**config.mk**
```make
export PLATFORM = sky130hd
export DESIGN_NAME = pcf_mul
export DESIGN_NICKNAME = d
export VERILOG_FILES = /design/src/rtl/pcf_pkg.sv /design/src/rtl/pcf_mul.sv
export SDC_FILE = /design/constraint.sdc
export NUM_CORES = 2
export LEC_CHECK = 0
export BUFFER_PORTS_ARGS = -buffer_cell sky130_fd_sc_hd__buf_2
export CAP_MARGIN = 10
export CORE_MARGIN = 5
export CORE_UTILIZATION = 62
export CTS_BUF_LIST = sky130_fd_sc_hd__clkbuf_8
export DETAILED_ROUTE_END_ITERATION = 10
export PLACE_DENSITY_LB_ADDON = 0.3
export SETUP_SLACK_MARGIN = 0.3
export SLEW_MARGIN = 20
export SYNTH_ARGS = -nofsm -noshare
export SYNTH_HDL_FRONTEND = slang
export SYNTH_SLANG_ARGS = --single-unit
export TNS_END_PERCENT = 20
```
**constraint.sdc**
```tcl
create_clock -name clk -period 11.7 [get_ports clk]
set_input_delay 0.585 -clock clk [delete_from_list [all_inputs] [get_ports clk]]
set_output_delay 0.585 -clock clk [all_outputs]
set_load 0.1 [all_outputs]
```
**src/rtl/pcf_pkg.sv**
```systemverilog
// Shared types and constants of the periodic cubic fit block.
// Used by pcf_div, pcf_mul and periodic_cubic_fit_derivatives; depends on nothing.
package pcf_pkg;

	// fraction bits of an angle (Q3.29); quotients and products are scaled by it
	localparam int unsigned FRAC = 29;
	// magnitude widths: dividend, divisor, quotient / product
	localparam int unsigned NW = 62;
	localparam int unsigned XW = 35;
	localparam int unsigned QW = 61;
	// multiplier operand widths
	localparam int unsigned MA = 61;
	localparam int unsigned MB = 35;

	localparam logic [33:0] TWO_PI     = 34'd3373259426;
	localparam logic [31:0] QUARTER_PI = 32'd421657428;
	localparam logic [31:0] HIGH_EDGE  = 32'd2951601998; // 2*pi - pi/4

	localparam logic OP_WRITE = 1'b0;
	localparam logic OP_QUERY = 1'b1;

	localparam logic CFG_GRID_SPACING = 1'b0;
	localparam logic CFG_NODE_COUNT   = 1'b1;

	typedef struct packed {
		logic          start;
		logic          frac;   // 1: floor(n * 2^29 / x), 0: floor(n / x)
		logic [NW-1:0] n;
		logic [XW-1:0] x;
	} div_req_t;

	typedef struct packed {
		logic          done;
		logic [QW-1:0] q;      // saturated to 2^61 - 1
	} div_rsp_t;

	typedef struct packed {
		logic          start;
		logic [MA-1:0] a;
		logic [MB-1:0] b;
	} mul_req_t;

	typedef struct packed {
		logic          done;
		logic [QW-1:0] m;      // floor(a * b / 2^29), saturated
	} mul_rsp_t;

	typedef enum logic [3:0] {
		ST_IDLE,
		ST_KDIV,
		ST_KWAIT,
		ST_KSET,
		ST_READ,
		ST_RLAST,
		ST_PREP,
		ST_CHECK,
		ST_DDIV,
		ST_DWAIT,
		ST_HMUL,
		ST_HWAIT,
		ST_HUPD
	} state_t;

endpackage

```
**src/rtl/pcf_mul.sv**
```systemverilog
// Multi-cycle unsigned multiplier: 61 x 35 bits in two 32 x 35 partial products,
// result scaled down by 2^29 and saturated. Depends on pcf_pkg.
module pcf_mul (
	input  logic              clk,
	input  logic              arst_n,
	input  pcf_pkg::mul_req_t req,
	output pcf_pkg::mul_rsp_t rsp
);

	localparam int unsigned PW = 32 + pcf_pkg::MB;
	localparam int unsigned AW = 96;

	logic [pcf_pkg::MA-1:0] a_q;
	logic [pcf_pkg::MB-1:0] b_q;
	logic [PW-1:0]          prod_q;
	logic [AW-1:0]          acc_q;
	logic [1:0]             ph_q;
	logic                   done_q;
	logic [31:0]            op_a;

	assign op_a = (ph_q == 2'd1) ? a_q[31:0] : 32'(a_q[pcf_pkg::MA-1:32]);

	always_ff @(posedge clk or negedge arst_n) begin
		if (!arst_n) begin
			ph_q   <= 2'd0;
			done_q <= 1'b0;
		end else begin
			done_q <= (ph_q == 2'd3);
			if (req.start) begin
				ph_q <= 2'd1;
			end else if (ph_q != 2'd0) begin
				ph_q <= ph_q + 2'd1;
			end
		end
	end

	always_ff @(posedge clk) begin
		if (req.start) begin
			a_q <= req.a;
			b_q <= req.b;
		end
		if (ph_q == 2'd1 || ph_q == 2'd2) begin
			prod_q <= op_a * b_q;
		end
		if (ph_q == 2'd2) begin
			acc_q <= AW'(prod_q);
		end else if (ph_q == 2'd3) begin
			acc_q <= acc_q + AW'({prod_q, 32'd0});
		end
	end

	assign rsp.done = done_q;
	assign rsp.m    = (|acc_q[AW-1:pcf_pkg::QW+pcf_pkg::FRAC]) ? {pcf_pkg::QW{1'b1}}
		: acc_q[pcf_pkg::QW+pcf_pkg::FRAC-1:pcf_pkg::FRAC];

endmodule

```
Word level (Yosys, flattened, before mapping) --
Cells that the tools add are included.
Storage, ports and cells: input port bits 99, output and inout port bits 62, bits in registers 262, logic and storage cells 24
Cells by class: multipliers 1, muxes and demuxes 6, reduce and logical (&&, ||, !) cells 5, $add $sub $neg 2, equality and inequality tests 3
Operator list (count):
- two-way mux 67 bit | 2
- adder 96 bit | 1
- multiplier 32 x 35 -> 67 bit | 1
- two-way mux 61 bit | 1
- two-way mux 32 bit | 1
- nonzero test 2 bit | 3
- OR reduction 6 bit | 1
- equality test 2 bit, second input constant | 2
- two-way mux 2 bit | 2
- adder 2 x 1 -> 2 bit, second input constant | 1
- equality test 2 x 1 -> 1 bit, second input constant | 1
- logical OR 1 bit | 1

Depth between registers and ports, before layout --
depth in word-level cells 3, mapped depth 34, depth with buffers taken out 29

Least setup slack after synthesis --
OpenSTA, ideal clock, no wires.
kind reg-to-reg, start register ph_q[1], end register prod_q[62] (data pin), clock period less this slack 9019 ps, setup time 275 ps, arrival 8744 ps, slack 2681 ps, data required time 11425 ps, cell stages (with the launch flop) 34, buffers on the path 4, cells stage by stage dfrtp_1 > inv_1 > ha_1 > clkbuf_1 > clkbuf_1 > buf_1 > mux2_2 > clkbuf_1 > nand2_1 > fa_1 > inv_1 > fa_1 > inv_1 > fa_1 > fa_1 > inv_1 > fa_1 > inv_1 > fa_1 > inv_1 > fa_1 > inv_1 > fa_1 > inv_1 > ha_1 > nand2_1 > o21ai_0 > o2111ai_1 > a2111o_1 > o21ai_2 > a21o_1 > a41oi_2 > o21ai_0 > a311oi_1
Between the ends: cells in the longest elaborated chain, start to end 3
RTL lines:
- start: declaration | line pcf_mul.sv:17 | logic [1:0] ph_q;
- start signal: assignment | line pcf_mul.sv:32 | ph_q <= ph_q + 2'd1;
- equality test 2 x 1 -> 1 bit | line pcf_mul.sv:21 | assign op_a = (ph_q == 2'd1) ? a_q[31:0] : 32'(a_q[pcf_pkg::MA-1:32]);
- two-way mux 32 bit | line pcf_mul.sv:21
- multiplier 32 x 35 -> 67 bit | line pcf_mul.sv:43 | prod_q <= op_a * b_q;
- end signal: assignment | line pcf_mul.sv:43
- end: declaration | line pcf_mul.sv:15 | logic [PW-1:0] prod_q;
No other way between the ends. A chain may end at the register's enable or synchronous reset.

Worst setup path in the final report --
start register ph_q[1], end register prod_q[57] (data pin)
The elaborated chain is that of the path after synthesis.

==> summary.md <==
| Metric | Value |
|---|---|
| Status | finished, final reports clean |
| Fmax | ~0.1 GHz |
| Clock-pin transition on the worst setup and hold timing paths | about 0.06 ns |
| Actual slew at the worst max-slew pin | approximately 1.2 ns |
| Final hold violations | 0 |
| Area growth from synthesis to layout | 5.06% |
| Hold/Removal Path Class | in2reg |
| Rel. slew slack | ~22% |
| FP Rows | 102 |
| CORE AREA | ~0.077 mm^2 |
| Syn nets | 6,517 |
| I/O Buffers | 160 |
| Die Width | roughly 290 um |
| Register-to-register setup slack | ~1.7 ns |
| Mapped Area | approximately 0.048 mm^2 |
| Hold_sp | req[27] |
| Ys Warns | 0 |
| Worst Clk Skew | 0.0708 ns |
| Post-synth EDFFs | between 200 and 250 |
| Initial Util | approximately 62% |
| Hold Crit Endpoint | b_q[27]$_DFFE_PP_ |
| DR vias/cell | around 5.9 |
| TritonCTS clock tree | built |
| CTS Buffer Depth | 3 |
| Cells after Synth | approximately 5,100 |
| WL/cell | 22.1 um |
| Seq cells post-synth | between 200 and 250 |
| CP required | about 12 ns |
| Vias in the first global route | 38,181 |
| Main synth FF type | edfxtp_1 |
| Endpoints failing setup | 0 |
| Post-synth top area cell | fa_1 |
| Drt initial violations | between 3,000 and 4,000 |
| CP Max Fanout | 35 |
| Synth cell types | between 80 and 90 |
| Post-DP HPWL | 101 mm |
| Reg2reg start | ph_q[1]$_DFFE_PN0P_ |
| Setup tns final | 0 ns |
| RSZ-0062 raised after global routing | no |
| Die area | just over 0.08 mm^2 |
| Post-synth ARST share | under 10% |
| Final wirelength | around 140 mm |
| H-tree Lvls | 2 |
| DRC | 0 |
| Element type at the critical path end | flop |
| Sink Count | 233 |
| Fin Hold WS | between 0.07 and 0.08 ns |
| Largest net degree at the start of global routing | 79 |
| Gates resized, CTS repair | 0 |
| Overflow after GRT | 0 |
| Final Max Slew Viols | 0 |
| NumNets Final | between 6,000 and 7,000 |
| Max-cap violations | 0 |
| Root Driver | clkbuf_8 |
| Final period util | approximately 85% |
| Initial antenna violation count | 3 |
| Crit Path Category | reg2reg |
| GPL Wtd Cong | around 0.97 |
| DRT Pass-1 Iters | 6 |
| Min Tclk post-route | approximately 10 ns |
| Die H | 288 um |
| Reg2Reg Depth | 25 |
| Syn Area/Cell | 9.43 um^2 |
| Hold path depth | 1 |
| Seq/Total Area, Yosys | between 10% and 20% |
| Routed Antenna Nets | 0 |
| I/O pin count | approximately 160 |
| Clk Latency, worst-skew pair | roughly 0.7 ns |
| Total CTS buffers | 44 |
| Top post-synthesis cells by area | fa_1, edfxtp_1, ha_1, inv_1, nand2_1 |
| RR Endpoint | prod_q[57]$_DFFE_PN_ |
| First-pass GRT wire length | ~210 mm |
| Overall Global Routing Usage | roughly a third |
| Routed vias | between 30,000 and 40,000 |
| CP startpoint kind | flop |
| Layout cells sized above 1 | 7.71% |
| Arrival @ worst endpoint | 10.38 ns |
| Synth top area share | between 40% and 50% |
==> synth_stat cells, drive strengths merged, types with 4 or more instances <==
library cell and instances:
a211oi 10, o31a 4, mux2 32, and2 436
a311oi 6, buf 5, nor3 27, a41oi 5
xnor2 67, o21a 17, o31ai 6, nor2 68
ha 333, a221oi 8, a21oi 147, and3 68
nor4 6, a21boi 7, nand2 764, a31oi 11
o21bai 37, nand3 45, xor2 45, inv 1004
o211ai 14, a41o 4, nor2b 45, fa 987
clkbuf 285, or2 60, mux2i 5, o2111ai 9
o21ai 108, edfxtp 201, dfxtp 29, nand4 30
nand2b 11, a211o 8, a21o 85, or3 10
==> repair_timing <==
item,4_1_cts,5_1_grt
setup endpoints to repair,0,0
setup buffers,0,0
hold endpoints to repair,3,0
hold buffers,1,0
==> flip-flops by register name, indices dropped and copies added, names as in the netlist <==
register	count
ph_q	2
a_q	61
prod_q	67
done_q	1
acc_q	67
b_q	35
==> worst max path at each step <==
stage,startpoint,end,slack [ns]
6_report,ph_q[1]$_DFFE_PN0P_,prod_q[57]$_DFFE_PN_,1.75
4_1_cts,ph_q[1]$_DFFE_PN0P_,prod_q[62]$_DFFE_PN_,1.88
2_1_floorplan,ph_q[1]$_DFFE_PN0P_,prod_q[62]$_DFFE_PN_,2.68
5_1_grt,ph_q[1]$_DFFE_PN0P_,prod_q[65]$_DFFE_PN_,1.31
3_3_place_gp,ph_q[1]$_DFFE_PN0P_,prod_q[62]$_DFFE_PN_,2.02
3_5_place_dp,ph_q[1]$_DFFE_PN0P_,prod_q[62]$_DFFE_PN_,1.87
==> critical path, stage by stage (launching register included) <==
cell	delay, ns
dfrtp_1	0.41
inv_1	0.10
ha_2	0.86
buf_4	0.35
mux2_2	0.96
nand2_1	0.19
fa_1	0.58
inv_1	0.06
fa_1	0.58
fa_1	0.46
fa_1	0.52
fa_1	0.44
fa_1	0.47
fa_1	0.57
inv_1	0.07
fa_1	0.47
inv_1	0.04
ha_1	0.35
a21o_1	0.21
a21o_1	0.17
a221oi_1	0.38
o21ai_0	0.24
o41ai_2	0.49
o21ai_1	0.23
a311oi_1	0.36
xnor2_1	0.10
==> final cells by class <==
type                       count  area, um^2
clock buffer                  44         606
sequential                   233        6690
multi-input combinational   3571       36500
tap                         1040        1300
fill                        6234       26700
clock inverter                37         333
timing repair buffer         220        1260
antenna                        5        12.5
inverter                    1004        3770
==> cells by family (layout without fill, tap and decap cells) <==
| kind of cell | count (synthesis) | count (layout) | synth area share (%) |
|---|---|---|---|
| AOI/OAI and AO/OA | 521 | 521 | 7.18 |
| xor gates and xnor gates | 112 | 112 | 2.04 |
| adders and majority gates | 1320 | 1320 | 49.8 |
| buffers and inverters | 1294 | 1305 | 10.1 |
| DFF | 233 | 233 | 13.9 |
| muxes | 37 | 37 | 0.854 |
| other | 0 | 5 | 0 |
| and+or+nand+nor | 1581 | 1581 | 16.1 |
==> metrics by stage <==
stage          util [%]  worst slack (ns)  std cells  cell area, um^2
4_1_cts            65.4              1.88       6149            50500
3_3_place_gp       64.2              2.02       6067            49500
3_5_place_dp       64.2              1.87       6067            49500
5_1_grt            65.4              1.31       6150            50500
6_report           65.4              1.75       6154            50500
2_1_floorplan         -              2.68       5098            48100
==> per-layer routing <==
metal | vias to the layer above | GRT usage [%] | routed length, um
li1 | 15579 | - | -
met1 | 18129 | 45.6 | 53300
met4 | 0 | 11.5 | 6120
met5 | - | 0 | 0
met2 | 2162 | 52.1 | 60300
met3 | 405 | 10.2 | 16600
==> cells in the final DEF (no fill, tap or decap), types with 13 or more instances in the layout <==
cell / Yosys / routed
a21o_1: 85 / 85
a21oi_1: 147 / 147
and2_1: 435 / 435
and3_1: 68 / 68
buf_2: 2 / 159
buf_4: 2 / 60
clkbuf_8: 0 / 44
dfxtp_1: 29 / 29
edfxtp_1: 201 / 201
fa_1: 987 / 987
ha_1: 333 / 330
inv_1: 1004 / 1010
mux2_2: 31 / 31
nand2_1: 764 / 764
nand3_1: 45 / 45
nand4_1: 30 / 30
nor2_1: 68 / 68
nor2b_1: 45 / 45
nor3_1: 27 / 27
o211ai_1: 13 / 13
o21a_1: 17 / 17
o21ai_0: 104 / 104
o21bai_1: 37 / 37
or2_2: 60 / 60
xnor2_1: 67 / 67
xor2_1: 45 / 45
Power is not shown: default switching activity piles up to over one toggle a cycle in this logic, so the estimate is an artifact.
