<file path="src/rtl/pcf_pkg.sv">
// Shared types and constants of the periodic cubic fit block.
// Used by pcf_div, pcf_mul and periodic_cubic_fit_derivatives; depends on nothing.
package pcf_pkg;

	// fraction bits of an angle (Q3.29); quotients and products are scaled by it
	localparam int unsigned FRAC = 29;
	// magnitude widths: dividend, divisor, quotient / product
	localparam int unsigned NW = 62;
	localparam int unsigned XW = 35;
	localparam int unsigned QW = 61;
	// multiplier operand widths
	localparam int unsigned MA = 61;
	localparam int unsigned MB = 35;

	localparam logic [33:0] TWO_PI     = 34'd3373259426;
	localparam logic [31:0] QUARTER_PI = 32'd421657428;
	localparam logic [31:0] HIGH_EDGE  = 32'd2951601998; // 2*pi - pi/4

	localparam logic OP_WRITE = 1'b0;
	localparam logic OP_QUERY = 1'b1;

	localparam logic CFG_GRID_SPACING = 1'b0;
	localparam logic CFG_NODE_COUNT   = 1'b1;

	typedef struct packed {
		logic          start;
		logic          frac;   // 1: floor(n * 2^29 / x), 0: floor(n / x)
		logic [NW-1:0] n;
		logic [XW-1:0] x;
	} div_req_t;

	typedef struct packed {
		logic          done;
		logic [QW-1:0] q;      // saturated to 2^61 - 1
	} div_rsp_t;

	typedef struct packed {
		logic          start;
		logic [MA-1:0] a;
		logic [MB-1:0] b;
	} mul_req_t;

	typedef struct packed {
		logic          done;
		logic [QW-1:0] m;      // floor(a * b / 2^29), saturated
	} mul_rsp_t;

	typedef enum logic [3:0] {
		ST_IDLE,
		ST_KDIV,
		ST_KWAIT,
		ST_KSET,
		ST_READ,
		ST_RLAST,
		ST_PREP,
		ST_CHECK,
		ST_DDIV,
		ST_DWAIT,
		ST_HMUL,
		ST_HWAIT,
		ST_HUPD
	} state_t;

endpackage

</file>
<file path="src/rtl/pcf_div.sv">
// Iterative restoring divider, four quotient bits per cycle, saturating quotient.
// Depends on pcf_pkg (div_req_t, div_rsp_t, widths).
module pcf_div (
	input  logic              clk,
	input  logic              arst_n,
	input  pcf_pkg::div_req_t req,
	output pcf_pkg::div_rsp_t rsp
);

	localparam int unsigned DVW   = 96;
	localparam int unsigned STEPS = 4;
	localparam int unsigned CYC   = DVW / STEPS;
	localparam int unsigned CW    = $clog2(CYC + 1);

	logic [DVW-1:0]         dvd_q;
	logic [pcf_pkg::XW:0]   rem_q;
	logic [pcf_pkg::XW-1:0] x_q;
	logic [pcf_pkg::QW-1:0] quo_q;
	logic                   sat_q;
	logic [CW-1:0]          cnt_q;
	logic                   run_q;
	logic                   done_q;

	logic [pcf_pkg::XW:0]   rem_d;
	logic [pcf_pkg::QW-1:0] quo_d;
	logic                   sat_d;

	always_comb begin
		rem_d = rem_q;
		quo_d = quo_q;
		sat_d = sat_q;
		for (int b = 0; b < STEPS; b++) begin
			rem_d = {rem_d[pcf_pkg::XW-1:0], dvd_q[DVW-1-b]};
			// a bit shifted out of the quotient means it passed 2^61 - 1
			sat_d = sat_d | quo_d[pcf_pkg::QW-1];
			quo_d = {quo_d[pcf_pkg::QW-2:0], 1'b0};
			if (rem_d >= {1'b0, x_q}) begin
				rem_d    = rem_d - {1'b0, x_q};
				quo_d[0] = 1'b1;
			end
		end
	end

	always_ff @(posedge clk or negedge arst_n) begin
		if (!arst_n) begin
			run_q  <= 1'b0;
			done_q <= 1'b0;
			cnt_q  <= '0;
		end else begin
			done_q <= 1'b0;
			if (req.start) begin
				run_q <= 1'b1;
				cnt_q <= '0;
			end else if (run_q) begin
				if (cnt_q == CW'(CYC - 1)) begin
					run_q  <= 1'b0;
					done_q <= 1'b1;
				end
				cnt_q <= cnt_q + 1'b1;
			end
		end
	end

	always_ff @(posedge clk) begin
		if (req.start) begin
			if (req.frac) begin
				dvd_q <= {{(DVW-pcf_pkg::NW-pcf_pkg::FRAC){1'b0}}, req.n,
					{pcf_pkg::FRAC{1'b0}}};
			end else begin
				dvd_q <= {{(DVW-pcf_pkg::NW){1'b0}}, req.n};
			end
			x_q   <= req.x;
			rem_q <= '0;
			quo_q <= '0;
			sat_q <= 1'b0;
		end else if (run_q) begin
			dvd_q <= {dvd_q[DVW-STEPS-1:0], {STEPS{1'b0}}};
			rem_q <= rem_d;
			quo_q <= quo_d;
			sat_q <= sat_d;
		end
	end

	assign rsp.done = done_q;
	assign rsp.q    = sat_q ? {pcf_pkg::QW{1'b1}} : quo_q;

endmodule

</file>
<file path="config.mk">
export PLATFORM = sky130hd
export DESIGN_NAME = pcf_div
export DESIGN_NICKNAME = d
export VERILOG_FILES = /design/src/rtl/pcf_pkg.sv /design/src/rtl/pcf_div.sv
export SDC_FILE = /design/constraint.sdc
export NUM_CORES = 1
export LEC_CHECK = 0
export ABC_CLOCK_PERIOD_IN_PS = 14200
export BUFFER_PORTS_ARGS = -buffer_cell sky130_fd_sc_hd__buf_2
export CAP_MARGIN = 20
export CORE_ASPECT_RATIO = 0.9
export CORE_MARGIN = 5
export CORE_UTILIZATION = 55
export DETAILED_ROUTE_END_ITERATION = 8
export GPL_TIMING_DRIVEN = 0
export PLACE_DENSITY = 0.77
export SLEW_MARGIN = 5
export SYNTH_ARGS = -nofsm -noshare
export SYNTH_HDL_FRONTEND = slang
export SYNTH_SLANG_ARGS = --single-unit
</file>
<file path="constraint.sdc">
create_clock -name clk -period 14.2 [get_ports clk]
set_clock_uncertainty 0.15 [all_clocks]
set_input_delay 3.55 -clock clk [delete_from_list [all_inputs] [get_ports clk]]
set_output_delay 3.55 -clock clk [all_outputs]
set_load 0.05 [all_outputs]
</file>
After elaboration in Yosys (flattened, before gate mapping)

Cells that the tools add are included.

Register bits after elaboration: 235
Input bits: 101
Output and inout port bits: 62
Logic and storage cells: 43

$add $sub $neg: 5
Order comparisons: 4
Eq/ne operators: 1
Multiplexer cells: 20
Bitwise logic cells: 4
Reduce and logical (&&, ||, !) cells: 1

Operators with widths:

| cell                  | count |
|---|---|
| $mux W96              | 2 |
| $ge A36 B35 Y1        | 4 |
| $mux W35              | 4 |
| $sub A35 B35 Y35      | 4 |
| $mux W91              | 1 |
| $mux W61              | 1 |
| $mux W1               | 10 |
| $mux W5               | 2 |
| $add A5 B1 Y5 const B | 1 |
| $eq A5 B5 Y1 const B  | 1 |
| $or A1 B1 Y1          | 4 |
| $reduce_bool A2 Y1    | 1 |

Longest topological paths before layout

Gate-level depths: netlist of the first run.

Word-level depth: 8
Gate-level depth with buffers: 58
Mapped depth without buffers: 51

Worst setup path before layout of the first run

No wires, ideal clock.

Kind: register to register
Start: reg x_q[1] (netlist name)
End: reg rem_q[21] (netlist name)
Library setup time: 122 ps
Arrival time: 11321 ps
Data required time: 13928 ps
Path slack: 2607 ps
Cell stages (with the launch flop): 53
Buffers on the path: 8
Period minus slack after synthesis: 11593 ps
Cells stage by stage: edfxtp_1 -> inv_1 -> fa_1 -> a211oi_2 -> o211ai_1 -> and3b_1 -> o31ai_1 -> o2111ai_1 -> and2_1 -> buf_2 -> buf_2 -> buf_2 -> mux2i_1 -> inv_1 -> ha_1 -> clkbuf_1 -> or2_2 -> a21oi_1 -> [... 17 more ...] -> nor4b_2 -> nor2_2 -> buf_2 -> mux2_2 -> ha_1 -> o21ai_0 -> a21oi_1 -> o221a_2 -> o41ai_1 -> o21ai_1 -> a21boi_1 -> o21ai_1 -> a21oi_1 -> o21bai_1 -> a211o_1 -> buf_6 -> buf_6 -> o311a_1

Cells in the longest elaborated chain, start to end: 8
Elaborated cells on any way between the ends: 12
Those cells by class: add/sub: 4; order compare: 4; mux: 4

Ends and longest elaborated chain:

| element                                                   | RTL line                     | RTL |
|---|---|---|
| start: declaration                                        | pcf_div.sv:17                | `logic [pcf_pkg::XW-1:0] x_q;` |
| start signal: assignment                                  | pcf_div.sv:72                | `x_q <= req.x;` |
| $sub A35 B35 Y35 / $ge A36 B35 Y1 (equally long branches) | pcf_div.sv:38, pcf_div.sv:37 |  |
| $mux W35                                                  | pcf_div.sv:37                | `if (rem_d >= {1'b0, x_q}) begin` |
| $sub A35 B35 Y35 / $ge A36 B35 Y1 (equally long branches) | pcf_div.sv:38, pcf_div.sv:37 |  |
| $mux W35                                                  | pcf_div.sv:37                |  |
| $sub A35 B35 Y35 / $ge A36 B35 Y1 (equally long branches) | pcf_div.sv:38, pcf_div.sv:37 |  |
| $mux W35                                                  | pcf_div.sv:37                |  |
| $sub A35 B35 Y35 / $ge A36 B35 Y1 (equally long branches) | pcf_div.sv:38, pcf_div.sv:37 |  |
| $mux W35 *                                                | pcf_div.sv:37                |  |
| end signal: assignment                                    | pcf_div.sv:78                | `rem_q <= rem_d;` |
| end: declaration                                          | pcf_div.sv:16                | `logic [pcf_pkg::XW:0] rem_q;` |

Every way passes the cells marked *; elsewhere a longest branch is shown, timed or not.
A chain may end at the register's enable or synchronous reset.

Worst setup path in the final report of the first run

Start: reg x_q[18] (netlist name)
End: reg rem_q[26] (netlist name)

Same word-level chain as after synthesis.

==> out/metrics.cfg, run 1 <==
[hold_path]
holdCritPathClass=flop to flop

[synth]
synth_warnings=0
syn-cell-area_mm2=0.0185
avgSynthCellArea_um2=8.95
synth_seq_cells=235
synthCells=2070
synth_cell_types=93
ys.flop_type=edfxtp_1
synthArstFlopShare=0.0298
yosysSeqAreaShare=0.327
synth_nets=2316
synth-edff-count=131

[place]
globalplace.congestion=0.994
portBuffers=161
post-dp-hpwl_um=47700

[cts]
worstSkewPairLatency_ns=0.58
cts_made_buffers=25
cts_tree=yes
cts-hold-fix-buffers=0
cts_max_level=1
root_buffer=clkbuf_16
clkTransAtPathRegs_ns=0.06
numClockSinks=235
clockBufferDepth=3

[floorplan]
die-width_um=203
die_h_um=184
rows=63
core_mm2=0.0331
ios=163
start_util=0.560
dieArea_mm2=0.0375

[routing]
routed_via_density=6.33
vias=17100
first_iter_violations=1542
first_pass_iters=5
drt_wl_total_um=60300
wl_per_cell_um=22.3
ant_nets=0
remaining_drc_errors=0

[finish]
mostFrequentLayoutCells=221 x nor2_1, 166 x buf_2, 163 x a21oi_1
fillers=2822
fin_nets=2508
final_common_cell=nor2_1
antenna_cells=0
syn_to_final_growth_pct=12.3
drive_gt1_frac=0.176

[setup_path]
rrSetupSlack_ns=0.52
cp_slowest_cell=nor4_1
critical_path_peak_fanout=10
crit_arrival_ns=13.96
cpPeakStageDelay_ns=0.66
critPathRequiredTime_ns=14.48
endpoint_kind=flop
setup.worst_path.class=flop to flop
cp-start-kind=flop

[sta]
tns_ns=0
rsz0062_at_grt=false
slew_viol_final=0
slew_headroom=0.280
setup_viol=0
worstMarginPinSlew_ns=1.07
period_minus_slack_ns=13.68
final.period_utilization=0.964
hold_viol_final=0
max_freq_mhz=73.1

[flow_run]
drv_cap=0

[grt]
grt-ovfl-total=0
antenna_found_initial=3
grt_pass1_vias=16500
grt_pass1_wl_um=91800
grt_max_degree=57
grt_use_total=0.310

[run_status]
outcome=finished clean

-- final cells by class --
class / count / area (um2) / share of cell area
multi-input combinational: 1651 / 11800 / 0.567
sequential: 235 / 6050 / 0.291
timing repair buffer: 165 / 856 / 0.0411
clock buffer: 36 / 698 / 0.0336
tap: 422 / 528 / 0.0254
buffer: 93 / 455 / 0.0219
inverter: 91 / 344 / 0.0165
clock inverter: 9 / 72.6 / 0.00349
-- timing repair --
| action | in CTS | in global routing |
|---|---|---|
| endpoints found under the hold margin | 0 | 0 |
| setup endpoints to repair | 36 | 36 |
| pin swaps | 1 | 2 |
| gates resized for setup | 12 | 14 |
| buffers inserted | 2 | 1 |
-- synthesized netlist by cell type, types with 26 or more instances --
cell,n,share of area
xor2_1,38,0.018
nor2_1,221,0.045
o21ai_0,97,0.026
or2_2,68,0.023
a21o_1,45,0.018
mux2_2,54,0.033
a21oi_1,165,0.045
nand4_1,26,0.0088
ha_1,141,0.095
nor3_1,36,0.0097
xnor2_1,75,0.035
a22o_1,54,0.026
o21a_1,28,0.011
nand2_1,146,0.030
clkbuf_1,58,0.012
mux2i_1,105,0.057
edfxtp_1,131,0.21
nand3_1,49,0.013
inv_1,90,0.018
dfxtp_1,97,0.10
-- path summary, 6_finish.rpt --
| check | endpoint | from | depth (start not counted) |
|---|---|---|---|
| worst max-delay path | rem_q[26]$_SDFFE_PP0P_ | x_q[18]$_DFFE_PP_ | 52 |
| worst min-delay path | quo_q[0]$_SDFFE_PP0P_ | quo_q[0]$_SDFFE_PP0P_ | 2 |
| worst max register to register | rem_q[26]$_SDFFE_PP0P_ | x_q[18]$_DFFE_PP_ | 52 |
| worst min register to register | quo_q[0]$_SDFFE_PP0P_ | quo_q[0]$_SDFFE_PP0P_ | 2 |
| max in group asynchronous | cnt_q[0]$_DFFE_PN0P_ | arst_n | 1 |
| min in group asynchronous | done_q$_DFF_PN0_ | arst_n | 1 |
-- logic make-up after synthesis --
family	share of synthesized area
xor gates and xnor gates	0.0534
buffers and inverters	0.0422
muxes	0.0920
and+or+nand+nor	0.173
AOI/OAI and AO/OA	0.213
DFF	0.327
adders and majority gates	0.0996
-- layer usage --
metal,wire length (um),vias up,track usage
li1,-,8005,-
met1,25900,8141,0.424
met2,26900,835,0.502
met3,5780,109,0.0674
met4,1650,2,0.0858
met5,18,-,0
-- per-stage QoR --
stage | setup slack (ns) | hold slack (ns) | area [um2] | utilization | cells
3_3_place_gp | -1.39 | 0.341 | 19900 | 0.600 | 2653
5_1_grt | 0.0189 | 0.395 | 20800 | 0.628 | 2702
6_report | 0.518 | 0.367 | 20800 | 0.628 | 2702
2_1_floorplan | 2.61 | 0.316 | 18500 | - | 2070
4_1_cts | 0.184 | 0.366 | 20700 | 0.626 | 2701
3_5_place_dp | -1.43 | 0.350 | 19900 | 0.601 | 2654
-- state kept, by name, indices dropped and copies added (netlist names) --
name,count
dvd_q,96
done_q,1
x_q,35
rem_q,35
cnt_q,5
sat_q,1
quo_q,61
run_q,1
-- worst max-delay path: cells and delay by family, from the launching register on --
family | cells | cell delay, ns
AOI/OAI and AO/OA | 23 | 5.33
adders and majority gates | 4 | 1.38
buffers and inverters | 12 | 2.68
DFF | 1 | 0.37
muxes | 2 | 0.66
and+or+nand+nor | 11 | 2.94
Power of run 1 is left out: the tool's default activity adds up to more than one toggle a clock period on the data nets, which glitch-free logic cannot reach.
==> inputs of run 2 (changes only) <==
--- a/config.mk
+++ b/config.mk
@@ -14,6 +14,7 @@
 export DETAILED_ROUTE_END_ITERATION = 8
 export GPL_TIMING_DRIVEN = 0
 export PLACE_DENSITY = 0.77
+export REMOVE_ABC_BUFFERS = 1
 export SLEW_MARGIN = 5
 export SYNTH_ARGS = -nofsm -noshare
 export SYNTH_HDL_FRONTEND = slang
==> out/metrics.cfg, run 2 (synthesis results as in run 1) <==
[routing]
vias=16500
ant_nets=0
routed_via_density=6.26
drt_wl_total_um=53400
first_iter_violations=1406
wl_per_cell_um=20.3
remaining_drc_errors=0
first_pass_iters=5

[grt]
grt_use_total=0.274
grt-ovfl-total=0
grt_pass1_vias=15500
grt_pass1_wl_um=83700
antenna_found_initial=14
grt_max_degree=105

[setup_path]
endpoint_kind=flop
critPathRequiredTime_ns=14.44
crit_arrival_ns=14.04
setup.worst_path.class=flop to flop
path_buf_inv=6
cpPeakStageDelay_ns=0.57
critical_path_peak_fanout=37
cp-start-kind=flop
rrSetupSlack_ns=0.40
cp_slowest_cell=nor4b_4
cp_top_family=compound AO/OA/AOI/OAI gates

[sta]
tns_ns=0
hold_ws_ns=0.344
hold_viol_final=0
slew_headroom=0.254
max_freq_mhz=72.5
worstMarginPinSlew_ns=1.12
setup_ws_ns=0.399
slew_viol_final=0
period_minus_slack_ns=13.80
setup_viol=0
final.period_utilization=0.972

[run_status]
outcome=finished clean

[flow_run]
drv_cap=0

[cts]
cts_tree=yes
cts-hold-fix-buffers=0
clkTransAtPathRegs_ns=0.06
worstSkewPairLatency_ns=0.55
clockBufferDepth=3
numClockSinks=235
root_buffer=clkbuf_16
cts_max_level=1
cts_made_buffers=27

[floorplan]
core_mm2=0.0331
dieArea_mm2=0.0375
start_util=0.560
ios=163
rows=63
die-width_um=203
die_h_um=184

[finish]
top_register=dvd_q
largest_reg_flops=96
syn_to_final_growth_pct=11.7
reg_top3=dvd_q: 96 flops, quo_q: 61 flops
fillers=2796
mostFrequentLayoutCells=220 x nor2_1, 165 x a21oi_1, 161 x buf_2
fin_nets=2433
drive_gt1_frac=0.183
final_common_cell=nor2_1

[place]
globalplace.congestion=0.956
pre_cts_slack_ns=-0.688
post-dp-hpwl_um=39800
portBuffers=162

[hold_path]
holdCritPathClass=flop to flop

[run 2: cell type report]
class                      count  area [um2]  area share
clock buffer                  36         739      0.0357
clock inverter                12        97.6     0.00472
inverter                      91         344      0.0166
multi-input combinational   1653       11800       0.571
timing repair buffer         179        1100      0.0530
antenna                        3        7.51    0.000363
tap                          422         528      0.0255
sequential                   235        6060       0.293
[run 2: final timing paths]
path / depth (start not counted) / from / to
min reg2reg: 2 / quo_q[2]$_SDFFE_PP0P_ / quo_q[2]$_SDFFE_PP0P_
max: 48 / x_q[1]$_DFFE_PP_ / rem_q[33]$_SDFFE_PP0P_
min: 2 / quo_q[2]$_SDFFE_PP0P_ / quo_q[2]$_SDFFE_PP0P_
min in group asynchronous: 1 / arst_n / run_q$_DFF_PN0_
max in group asynchronous: 1 / arst_n / cnt_q[3]$_DFFE_PN0P_
max reg2reg: 48 / x_q[1]$_DFFE_PP_ / rem_q[33]$_SDFFE_PP0P_
[run 2: metrics by stage]
step                       util  cell area, um2  cells
after floorplan               -           18100   1977
after global placement    0.587           19400   2561
after detailed placement  0.594           19700   2571
after CTS                 0.622           20600   2625
after global routing      0.625           20700   2631
final                     0.625           20700   2631
[run 2: per-layer routing]
layer,track usage,vias up,part of all wire
li1,-,7881,-
met1,0.388,7829,0.44
met2,0.429,628,0.44
met3,0.0684,98,0.097
met4,0.0593,22,0.022
met5,0,-,0.0024
[run 2: repair_timing]
| action | in CTS | in global routing |
|---|---|---|
| setup endpoints to repair | 36 | 36 |
| pin swaps | 3 | 3 |
| cloned | 2 | 0 |
| buffers inserted | 4 | 3 |
| resized for setup | 7 | 11 |
[run 2: worst min-delay path: stages (launching register included)]
cell and delay (ns):
dfxtp_1 0.32, nor2_1 0.08, nor3_1 0.05
Power of run 2 is left out for the same reason.
